### src/sv/fthp_pkg.sv
// shared types and constants for the frame time percentile health monitor
`timescale 1ns / 1ps
package fthp_pkg;

  localparam int FT_W = 20;
  localparam logic [FT_W-1:0] FRAME_MAX_US = 20'd1000000;
  localparam int MIN_SAMPLES = 4;
  localparam logic [17:0] RECIP_100 = 18'd167773;
  localparam int RECIP_SHIFT = 24;

  localparam logic [1:0] KIND_RECORD = 2'd0;
  localparam logic [1:0] KIND_BAD = 2'd1;
  localparam logic [1:0] KIND_ASSESS = 2'd2;

  localparam logic [2:0] ISS_NONE = 3'd0;
  localparam logic [2:0] ISS_MEMORY = 3'd1;
  localparam logic [2:0] ISS_STUTTER = 3'd2;
  localparam logic [2:0] ISS_LOW_FPS = 3'd3;
  localparam logic [2:0] ISS_THERMAL = 3'd4;
  localparam logic [2:0] ISS_POWER = 3'd5;
  localparam logic [2:0] ISS_UPDATE = 3'd6;

  localparam logic [5:0] SUG_CLOSE_BG = 6'd1;
  localparam logic [5:0] SUG_CHECK_MEM = 6'd2;
  localparam logic [5:0] SUG_LOWER_DETAIL = 6'd4;
  localparam logic [5:0] SUG_REDUCE_MOTION = 6'd8;
  localparam logic [5:0] SUG_COOL = 6'd16;
  localparam logic [5:0] SUG_WAIT = 6'd32;

  localparam logic [2:0] REG_MEM_FAIR = 3'd0;
  localparam logic [2:0] REG_MEM_POOR = 3'd1;
  localparam logic [2:0] REG_MEM_CRIT = 3'd2;
  localparam logic [2:0] REG_STUT_NUM = 3'd3;
  localparam logic [2:0] REG_STUT_DEN = 3'd4;
  localparam logic [2:0] REG_FPS_FLOOR = 3'd5;

  typedef struct packed {
    logic [1:0]      kind;
    logic [FT_W-1:0] frame_time;
    logic [7:0]      mem_load;
    logic [19:0]     frame_budget;
    logic [19:0]     fps_rate;
    logic            is_throttled;
    logic            eco_governor;
    logic            update_waiting;
  } item_t;

  typedef struct packed {
    logic [7:0]  mem_fair_level;
    logic [7:0]  mem_poor_level;
    logic [7:0]  mem_critical_level;
    logic [7:0]  stutter_numerator;
    logic [7:0]  stutter_denominator;
    logic [19:0] low_fps_floor;
  } cfg_t;

  typedef struct packed {
    logic            status;
    logic [FT_W-1:0] median_time;
    logic [FT_W-1:0] p95_time;
    logic [FT_W-1:0] worst_time;
    logic [6:0]      sample_count;
    logic [1:0]      health;
    logic [2:0]      issue;
    logic [5:0]      suggestions;
  } res_t;

endpackage

### src/sv/fthp_ram.sv
// generic single write port ram with registered read
`timescale 1ns / 1ps
module fthp_ram #(
  parameter int WIDTH = 20,
  parameter int DEPTH = 64
) (
  input  logic                     clk,
  input  logic                     we,
  input  logic [$clog2(DEPTH)-1:0] waddr,
  input  logic [WIDTH-1:0]         wdata,
  input  logic [$clog2(DEPTH)-1:0] raddr,
  output logic [WIDTH-1:0]         rdata
);

  logic [WIDTH-1:0] mem [DEPTH];

  always_ff @(posedge clk) begin
    if (we) begin
      mem[waddr] <= wdata;
    end
    rdata <= mem[raddr];
  end

endmodule

### src/sv/fthp_front.sv
// front end: takes requests, classifies them and queues them for the back end
`timescale 1ns / 1ps
module fthp_front import fthp_pkg::*; (
  input  logic        clk,
  input  logic        rst_n,
  input  logic        in_tvalid,
  output logic        in_tready,
  input  logic [71:0] in_tdata,
  input  logic        in_tuser,
  output logic        q_valid,
  output item_t       q_item,
  input  logic        q_pop
);

  item_t       slot_r [2];
  logic        wp_r, wp_nxt, rp_r, rp_nxt;
  logic [1:0]  cnt_r, cnt_nxt;
  item_t       cls;
  logic        push;

  always_comb begin
    cls.frame_time     = in_tdata[19:0];
    cls.mem_load       = in_tdata[27:20];
    cls.frame_budget   = in_tdata[47:28];
    cls.fps_rate       = in_tdata[67:48];
    cls.is_throttled   = in_tdata[68];
    cls.eco_governor   = in_tdata[69];
    cls.update_waiting = in_tdata[70];
    if (in_tuser) begin
      cls.kind = KIND_ASSESS;
    end else if (cls.frame_time == '0 || cls.frame_time > FRAME_MAX_US) begin
      cls.kind = KIND_BAD;
    end else begin
      cls.kind = KIND_RECORD;
    end
  end

  assign in_tready = (cnt_r != 2'd2);
  assign push      = in_tvalid && in_tready;
  assign q_valid   = (cnt_r != 2'd0);
  assign q_item    = slot_r[rp_r];

  always_comb begin
    wp_nxt  = push ? ~wp_r : wp_r;
    rp_nxt  = q_pop ? ~rp_r : rp_r;
    cnt_nxt = cnt_r + {1'b0, push} - {1'b0, q_pop};
  end

  always_ff @(posedge clk) begin
    if (!rst_n) begin
      wp_r  <= 1'b0;
      rp_r  <= 1'b0;
      cnt_r <= 2'd0;
    end else begin
      wp_r  <= wp_nxt;
      rp_r  <= rp_nxt;
      cnt_r <= cnt_nxt;
    end
  end

  always_ff @(posedge clk) begin
    if (push) begin
      slot_r[wp_r] <= cls;
    end
  end

endmodule

### src/sv/fthp_back.sv
// back end: sample window, order statistic search, pacing divider and rule ladder
`timescale 1ns / 1ps
module fthp_back import fthp_pkg::*; #(
  parameter int WINDOW_DEPTH = 64
) (
  input  logic       clk,
  input  logic       rst_n,
  input  cfg_t       cfg,
  input  logic       q_valid,
  input  item_t      q_item,
  output logic       q_pop,
  output logic       res_valid,
  input  logic       res_ready,
  output res_t       res,
  output logic [$clog2(WINDOW_DEPTH+1)-1:0] fill_count
);

  localparam int AW = $clog2(WINDOW_DEPTH);
  localparam int CW = $clog2(WINDOW_DEPTH + 1);
  localparam int XW = $clog2(WINDOW_DEPTH * 95 + 100);
  localparam int PW = XW + 18;
  localparam int KW = PW - RECIP_SHIFT;

  localparam logic [1:0] ST_IDLE = 2'd0;
  localparam logic [1:0] ST_DIV = 2'd1;
  localparam logic [1:0] ST_SCAN = 2'd2;
  localparam logic [1:0] ST_LADDER = 2'd3;

  logic [1:0]      state_r;
  logic [AW-1:0]   wp_r, idx_r, nlast;
  logic [CW-1:0]   fill_r, n_r;
  logic            iss_r, dv_r, dl_r;
  logic [4:0]      bit_r;
  logic [CW-1:0]   cnt_r [3];
  logic [CW-1:0]   k_r [3];
  logic [FT_W-1:0] pfx_r [3];
  logic [7:0]      rem_r;
  logic [19:0]     q_r;
  logic [4:0]      dcnt_r;
  logic [XW-1:0]   x_r;
  logic [PW-1:0]   prod_r;
  logic [27:0]     lim_r;
  item_t           item_r;
  logic            ov_r;
  res_t            ores_r;

  logic            can_out, ram_we, ov_set;
  logic [FT_W-1:0] rdata, mask;
  logic [CW-1:0]   csum [3];
  logic [8:0]      dtry;
  logic [7:0]      den_eff;
  logic            dbit;
  logic [KW-1:0]   c95;
  logic [CW-1:0]   k95;
  res_t            lad;
  res_t            brief_res;

  fthp_ram #(.WIDTH(FT_W), .DEPTH(WINDOW_DEPTH)) u_ram (
    .clk   (clk),
    .we    (ram_we),
    .waddr (wp_r),
    .wdata (q_item.frame_time),
    .raddr (idx_r),
    .rdata (rdata)
  );

  assign can_out    = !ov_r || res_ready;
  assign q_pop      = (state_r == ST_IDLE) && q_valid && can_out;
  assign ram_we     = q_pop && (q_item.kind == KIND_RECORD);
  assign res_valid  = ov_r;
  assign res        = ores_r;
  assign fill_count = fill_r;
  assign nlast      = AW'(n_r - CW'(1));
  assign mask       = {FT_W{1'b1}} << ({1'b0, bit_r} + 6'd1);
  assign ov_set     = (q_pop && !(q_item.kind == KIND_ASSESS && fill_r >= CW'(MIN_SAMPLES)))
                      || (state_r == ST_LADDER && can_out);

  always_comb begin
    brief_res        = '0;
    brief_res.status = (q_item.kind != KIND_RECORD);
  end

  always_comb begin
    den_eff = (cfg.stutter_denominator == 8'd0) ? 8'd1 : cfg.stutter_denominator;
    dtry    = {rem_r, q_r[19]};
    dbit    = (dtry >= {1'b0, den_eff});
    c95     = prod_r[PW-1:RECIP_SHIFT] - KW'(1);
    k95     = (c95 >= KW'(n_r)) ? CW'(n_r - CW'(1)) : CW'(c95);
    for (int t = 0; t < 3; t++) begin
      csum[t] = cnt_r[t] + CW'(dv_r && (((rdata ^ pfx_r[t]) & mask) == '0)
                                 && !rdata[bit_r]);
    end
  end

  function automatic logic [1:0] raise(input logic [1:0] a, input logic [1:0] b);
    raise = (a > b) ? a : b;
  endfunction

  always_comb begin
    logic [1:0] sev;
    logic [2:0] iss;
    logic [5:0] sug;
    sev = 2'd0;
    iss = ISS_NONE;
    sug = '0;
    if (item_r.mem_load >= cfg.mem_critical_level) begin
      sev = 2'd3;
      iss = ISS_MEMORY;
      sug = sug | SUG_CLOSE_BG | SUG_CHECK_MEM;
    end else if (item_r.mem_load >= cfg.mem_poor_level) begin
      sev = 2'd2;
      iss = ISS_MEMORY;
      sug = sug | SUG_CHECK_MEM;
    end else if (item_r.mem_load >= cfg.mem_fair_level) begin
      sev = 2'd1;
      sug = sug | SUG_CHECK_MEM;
    end
    if (item_r.frame_budget != '0 && 28'(pfx_r[1]) > lim_r) begin
      sev = raise(sev, (29'(pfx_r[1]) > {lim_r, 1'b0}) ? 2'd3 : 2'd2);
      iss = ISS_STUTTER;
      sug = sug | SUG_LOWER_DETAIL | SUG_REDUCE_MOTION;
    end
    if (item_r.fps_rate != '0 && item_r.fps_rate < cfg.low_fps_floor) begin
      sev = raise(sev, (item_r.fps_rate < (cfg.low_fps_floor >> 1)) ? 2'd3 : 2'd2);
      if (iss == ISS_NONE || iss == ISS_MEMORY) begin
        iss = ISS_LOW_FPS;
      end
      sug = sug | SUG_LOWER_DETAIL;
    end
    if (item_r.is_throttled) begin
      sev = raise(sev, 2'd1);
      if (iss == ISS_NONE) begin
        iss = ISS_THERMAL;
      end
      sug = sug | SUG_COOL;
    end else if (item_r.eco_governor && (iss == ISS_STUTTER || iss == ISS_LOW_FPS)) begin
      sev = raise(sev, 2'd1);
      iss = ISS_POWER;
    end
    if (item_r.update_waiting) begin
      sev = raise(sev, 2'd1);
      if (iss == ISS_NONE) begin
        iss = ISS_UPDATE;
      end
      sug = sug | SUG_WAIT;
    end
    lad.status       = 1'b0;
    lad.median_time  = pfx_r[0];
    lad.p95_time     = pfx_r[1];
    lad.worst_time   = pfx_r[2];
    lad.sample_count = 7'(n_r);
    lad.health       = sev;
    lad.issue        = iss;
    lad.suggestions  = sug;
  end

  // control
  always_ff @(posedge clk) begin
    if (!rst_n) begin
      state_r <= ST_IDLE;
      wp_r    <= '0;
      fill_r  <= '0;
      ov_r    <= 1'b0;
      iss_r   <= 1'b0;
      dv_r    <= 1'b0;
      dl_r    <= 1'b0;
    end else begin
      if (ov_set) begin
        ov_r <= 1'b1;
      end else if (res_valid && res_ready) begin
        ov_r <= 1'b0;
      end
      dv_r <= (state_r == ST_SCAN) && iss_r;
      dl_r <= (state_r == ST_SCAN) && iss_r && (idx_r == nlast);
      case (state_r)
        ST_IDLE: begin
          if (q_pop) begin
            if (q_item.kind == KIND_RECORD) begin
              wp_r <= (wp_r == AW'(WINDOW_DEPTH - 1)) ? '0 : wp_r + AW'(1);
              if (fill_r < CW'(WINDOW_DEPTH)) begin
                fill_r <= fill_r + CW'(1);
              end
            end else if (q_item.kind == KIND_ASSESS && fill_r >= CW'(MIN_SAMPLES)) begin
              state_r <= ST_DIV;
            end
          end
        end
        ST_DIV: begin
          if (dcnt_r == 5'd19) begin
            state_r <= ST_SCAN;
            iss_r   <= 1'b1;
          end
        end
        ST_SCAN: begin
          if (iss_r && idx_r == nlast) begin
            iss_r <= 1'b0;
          end
          if (dl_r) begin
            if (bit_r == 5'd0) begin
              state_r <= ST_LADDER;
            end else begin
              iss_r <= 1'b1;
            end
          end
        end
        ST_LADDER: begin
          if (can_out) begin
            state_r <= ST_IDLE;
          end
        end
        default: state_r <= ST_IDLE;
      endcase
    end
  end

  // datapath
  always_ff @(posedge clk) begin
    prod_r <= PW'(x_r) * PW'(RECIP_100);
    lim_r  <= 28'(q_r) * 28'(cfg.stutter_numerator);
    case (state_r)
      ST_IDLE: begin
        if (q_pop) begin
          ores_r        <= brief_res;
          item_r        <= q_item;
          n_r           <= fill_r;
          x_r           <= XW'(fill_r) * XW'(95) + XW'(99);
          rem_r         <= '0;
          q_r           <= q_item.frame_budget;
          dcnt_r        <= '0;
        end
      end
      ST_DIV: begin
        rem_r  <= dbit ? 8'(dtry - {1'b0, den_eff}) : dtry[7:0];
        q_r    <= {q_r[18:0], dbit};
        dcnt_r <= dcnt_r + 5'd1;
        if (dcnt_r == 5'd19) begin
          k_r[0] <= n_r >> 1;
          k_r[1] <= k95;
          k_r[2] <= n_r - CW'(1);
          for (int t = 0; t < 3; t++) begin
            pfx_r[t] <= '0;
            cnt_r[t] <= '0;
          end
          bit_r <= 5'd19;
          idx_r <= '0;
        end
      end
      ST_SCAN: begin
        if (iss_r && idx_r != nlast) begin
          idx_r <= idx_r + AW'(1);
        end
        if (dl_r) begin
          for (int t = 0; t < 3; t++) begin
            cnt_r[t] <= '0;
            if (k_r[t] >= csum[t]) begin
              pfx_r[t][bit_r] <= 1'b1;
              k_r[t]          <= k_r[t] - csum[t];
            end
          end
          bit_r <= bit_r - 5'd1;
          idx_r <= '0;
        end else begin
          for (int t = 0; t < 3; t++) begin
            cnt_r[t] <= csum[t];
          end
        end
      end
      ST_LADDER: begin
        if (can_out) begin
          ores_r <= lad;
        end
      end
      default: ;
    endcase
  end

endmodule

### src/sv/frame_time_percentile_health.sv
// top level of the frame time percentile health monitor
`timescale 1ns / 1ps
// Record requests store a frame time into a window of WINDOW_DEPTH samples and
// return a result; out-of-range times are flagged and not stored. An
// assess request ranks the window with a bit-serial order statistic search that
// reads the sample memory once per bit of the 20-bit frame time, one sample at a
// time through its single read port, after a 20-step divider for the pacing limit.
// Requests are queued two deep ahead of the back end and the result sits in an
// output register. No clearing pass is needed after reset.
module frame_time_percentile_health import fthp_pkg::*; #(
  parameter int WINDOW_DEPTH = 64
) (
  input  logic        clk,
  input  logic        rst_n,
  input  logic        cfg_we,
  input  logic [2:0]  cfg_index,
  input  logic [19:0] cfg_wdata,
  input  logic        in_tvalid,
  output logic        in_tready,
  // frame_time, memory pressure, frame_budget, fps_rate, is_throttled, eco_governor,
  // update_waiting
  input  logic [71:0] in_tdata,
  // op
  input  logic        in_tuser,
  output logic        out_tvalid,
  input  logic        out_tready,
  // median_time, p95_time, worst_time, sample_count, health, issue, suggestions
  output logic [79:0] out_tdata,
  // status
  output logic        out_tuser
);

  cfg_t   cfg_r;
  logic   q_valid, q_pop;
  item_t  q_item;
  res_t   res;
  logic [$clog2(WINDOW_DEPTH+1)-1:0] fill_count;

  always_ff @(posedge clk) begin
    if (!rst_n) begin
      cfg_r.mem_fair_level      <= 8'd50;
      cfg_r.mem_poor_level      <= 8'd75;
      cfg_r.mem_critical_level  <= 8'd90;
      cfg_r.stutter_numerator   <= 8'd3;
      cfg_r.stutter_denominator <= 8'd2;
      cfg_r.low_fps_floor       <= 20'd30000;
    end else if (cfg_we) begin
      case (cfg_index)
        REG_MEM_FAIR:  cfg_r.mem_fair_level      <= cfg_wdata[7:0];
        REG_MEM_POOR:  cfg_r.mem_poor_level      <= cfg_wdata[7:0];
        REG_MEM_CRIT:  cfg_r.mem_critical_level  <= cfg_wdata[7:0];
        REG_STUT_NUM:  cfg_r.stutter_numerator   <= cfg_wdata[7:0];
        REG_STUT_DEN:  cfg_r.stutter_denominator <= cfg_wdata[7:0];
        REG_FPS_FLOOR: cfg_r.low_fps_floor       <= cfg_wdata;
        default: ;
      endcase
    end
  end

  fthp_front u_front (
    .clk       (clk),
    .rst_n     (rst_n),
    .in_tvalid (in_tvalid),
    .in_tready (in_tready),
    .in_tdata  (in_tdata),
    .in_tuser  (in_tuser),
    .q_valid   (q_valid),
    .q_item    (q_item),
    .q_pop     (q_pop)
  );

  fthp_back #(.WINDOW_DEPTH(WINDOW_DEPTH)) u_back (
    .clk        (clk),
    .rst_n      (rst_n),
    .cfg        (cfg_r),
    .q_valid    (q_valid),
    .q_item     (q_item),
    .q_pop      (q_pop),
    .res_valid  (out_tvalid),
    .res_ready  (out_tready),
    .res        (res),
    .fill_count (fill_count)
  );

  assign out_tuser = res.status;
  assign out_tdata = {2'b00, res.suggestions, res.issue, res.health, res.sample_count,
                      res.worst_time, res.p95_time, res.median_time};

`ifndef NO_ASSERTIONS
  a_fill_bound: assert property (@(posedge clk) disable iff (!rst_n)
    fill_count <= ($clog2(WINDOW_DEPTH+1))'(WINDOW_DEPTH))
    else $error("fill count beyond window depth");

  a_good_no_issue: assert property (@(posedge clk) disable iff (!rst_n)
    out_tvalid && !out_tuser && res.health == 2'd0 |-> res.issue == ISS_NONE)
    else $error("issue reported with good health");

  a_order: assert property (@(posedge clk) disable iff (!rst_n)
    out_tvalid && !out_tuser |->
      res.median_time <= res.p95_time && res.p95_time <= res.worst_time)
    else $error("order statistics out of order");
`endif

endmodule
### config.mk
export PLATFORM = sky130hd
export DESIGN_NAME = frame_time_percentile_health
export DESIGN_NICKNAME = d
export VERILOG_FILES = /design/src/sv/fthp_pkg.sv /design/src/sv/fthp_ram.sv /design/src/sv/fthp_front.sv /design/src/sv/fthp_back.sv /design/src/sv/frame_time_percentile_health.sv
export SDC_FILE = /design/constraint.sdc
export NUM_CORES = 2
export LEC_CHECK = 0
export BUFFER_PORTS_ARGS = -buffer_cell sky130_fd_sc_hd__buf_2
export CORE_MARGIN = 2
export CORE_UTILIZATION = 50
export CTS_CLUSTER_SIZE = 20
export DETAILED_ROUTE_END_ITERATION = 12
export GPL_ROUTABILITY_DRIVEN = 0
export PLACE_DENSITY = 0.66
export SETUP_SLACK_MARGIN = 0.2
export SYNTH_ARGS = -nofsm -noshare
export SYNTH_HDL_FRONTEND = slang
export SYNTH_SLANG_ARGS = --single-unit
export TNS_END_PERCENT = 20
### constraint.sdc
create_clock -name clk -period 14.3 [get_ports clk]
set_input_delay 1.43 -clock clk [delete_from_list [all_inputs] [get_ports clk]]
set_output_delay 1.43 -clock clk [all_outputs]
set_load 0.02 [all_outputs]
==> metrics.txt <==
outcome finished, final reports clean; Worst Path Arrival 8.17 ns; post-route DRC violation count 0; Hold/Removal Path Class register to register; Port Buffer Count 180; total grt overflow 0; post-synthesis sequential area ratio 0.641; mean area per synthesized cell 16.7 sq um; DIE WIDTH 416 um; antenna violations before repair 13; RSZ-0062 raised after global routing no; Layout Skew 0.0423 ns; Core Region 169000 sq um; Worst slew margin 0.135; cell taking the most area after synthesis edfxtp_1; vias per std cell 5.82; Worst Tran Pin Value 1.30 ns; largest net degree at the start of global routing 144; Worst Path Max Fanout 60; CP Class register to register; Total Wirelength 197000 um; Worst Path Required 14.78 ns; vias in the first global route 45306; fmax 130 MHz; worst skew pair latency 0.82 ns; gr usage total 0.230; IR drop worst, VDD 0.000416 V; most frequent cell after synthesis edfxtp_1; WL/cell 25.6 um; Clock Tree Buf Depth 3; Tcrit/Tclk final 0.538; Total Power 0.0212 W; Reg clk slew, reported paths 0.07 ns; Routed Antenna Nets 0; max-cap violation count 0; Post-CTS Setup Bufs 0; top cell type's share of synthesized area 0.608; TritonCTS Buffers 183; YS warnings 0; CTS tree done; non-filler cells in the finished layout 7698; Synth Flop Type edfxtp_1; final setup fails 0; most area-consuming cells after synthesis edfxtp_1 (61%), mux4_2 (11%), ha_1 (5.1%); synth cell count leaders edfxtp_1 (1722), mux4_2 (426), inv_1 (389); detailed placement HPWL 122000 um; height of the die 416 um; Root Buffer clkbuf_16; share of cells above drive strength 1 0.206; Period minus WS final 7.69 ns; 1st-iter DRT viols 4239; hold_buf cts 0; cts repair resizes 0; P_leak 33.2 nW; FP Rows 151; startpoint types register; Final Slew Violations 0; final hold violation count 0; drt pass-1 iters 5; first-pass GRT wire length 294000 um; DR vias 44824; number of synthesized register bits 1861; Starting Density 0.503; Placed Cells 7356; setup tns final 0 ns; # nets final 5979; EDFF count, synth 1722; Pwr Density 224 nW/um^2; Layout area overhead 11.5%; kind of end point of the critical path register; io pins 184; ys async rst share 0; number of clock sinks 1861; H-tree levels 4; Mapped Cells 5077; Final Util 0.560; Mapped Area 85000 sq um; Cell variety after synth 81; area of the die 173000 sq um
## per-layer routing
metal,vias up,share of wire,track usage
li1,19734,-,-
met1,23436,0.42,0.322
met2,1398,0.49,0.375
met3,256,0.065,0.0395
met4,0,0.023,0.0609
met5,-,0,0
## sequential cells by signal, indices dropped and copies added (netlist names), 8 cells and up, named ones only
name                flops
u_back.lim_r           28
u_front.slot_r        146
u_back.rem_r            8
u_back.cnt_r           21
u_back.x_r             13
u_back.res             79
u_back.k_r             21
u_back.u_ram.rdata     20
u_back.pfx_r           60
u_back.item_r          51
u_back.q_r             20
cfg_r                  60
u_back.u_ram.mem     1280
## placed cells by master (no fill, tap or decap), types with 46 or more instances in the layout
cell type / n
clkinv_1: 49
mux4_2: 426
a21oi_1: 90
xor2_1: 64
fa_1: 209
nand2_1: 284
mux2_2: 92
nand3_1: 63
nor2_1: 124
and2_1: 177
o21ai_0: 47
clkbuf_16: 185
xnor2_1: 97
dfxtp_1: 138
buf_4: 82
inv_1: 389
a21o_1: 46
o21ai_1: 98
edfxtp_1: 1722
buf_2: 180
ha_1: 345
## layout make-up
cell class	instances	area, sq um
inverters	391	1470
multi-input cells	2621	28500
clock inverters	107	993
well taps	2218	2780
clock buffers	229	4890
repair buffers	265	1580
diodes	6	15.0
flip-flops and latches	1861	54500
fillers	12954	74300
## stage by stage
step	area (sq um)	hold WS (ns)	setup WS (ns)
after global routing	94700	0.490	6.18
after detailed placement	88900	0.462	6.73
after floorplan	85000	0.443	8.60
final	94800	0.471	6.61
after CTS	94700	0.471	6.70
after global placement	88900	0.454	6.75
## logic make-up after synthesis
| kind of cell | synth area share |
|---|---|
| AO/OA/AOI/OAI | 0.0363 |
| XOR/XNOR | 0.0168 |
| adder cells (fa/ha/maj) | 0.100 |
| buffers and inverters | 0.0277 |
| flip-flops | 0.641 |
| multiplexers | 0.127 |
| other | 0.0000441 |
| AND/OR/NAND/NOR | 0.0509 |
## worst paths after layout
path | startpoint | end | slack, ns | cells past startpoint
worst max register to register | u_back.bit_r[0] | u_back.pfx_r[0][50] | 6.61 | 25
worst min-delay path | cfg_r[9] | cfg_r[9] | 0.47 | 2
worst min register to register | cfg_r[9] | cfg_r[9] | 0.47 | 2
worst max-delay path | u_back.bit_r[0] | u_back.pfx_r[0][50] | 6.61 | 25
## power breakdown
group / switching [W] / internal, W / leakage [nW]
Clock: 0.00207 / 0.00264 / 2.86
Sequential: 0.000404 / 0.00686 / 16.7
Combinational: 0.00527 / 0.00394 / 13.7
Total: 0.00774 / 0.0134 / 33.2
## worst max-delay path: stages (launching register included)
cell and delay (ns):
edfxtp_1 0.73, ha_1 0.47, inv_2 0.08, nor2_1 0.47, nand3_1 0.32, a21oi_1 0.22, a211oi_1 0.10, a222oi_1 0.36
o211ai_1 0.18, nor4_1 0.29, o311a_1 0.28, ha_1 0.24, ha_1 0.28, inv_1 0.09, ha_1 0.24, nor2b_1 0.13
o21ai_1 0.15, a21boi_1 0.10, o21ai_1 0.15, nand3b_1 0.15, a41oi_2 1.04, nand3_1 0.19, buf_4 0.35, a21o_1 0.21
buf_4 0.29, o21ai_1 0.19
Power figures use the tool's default switching activity.
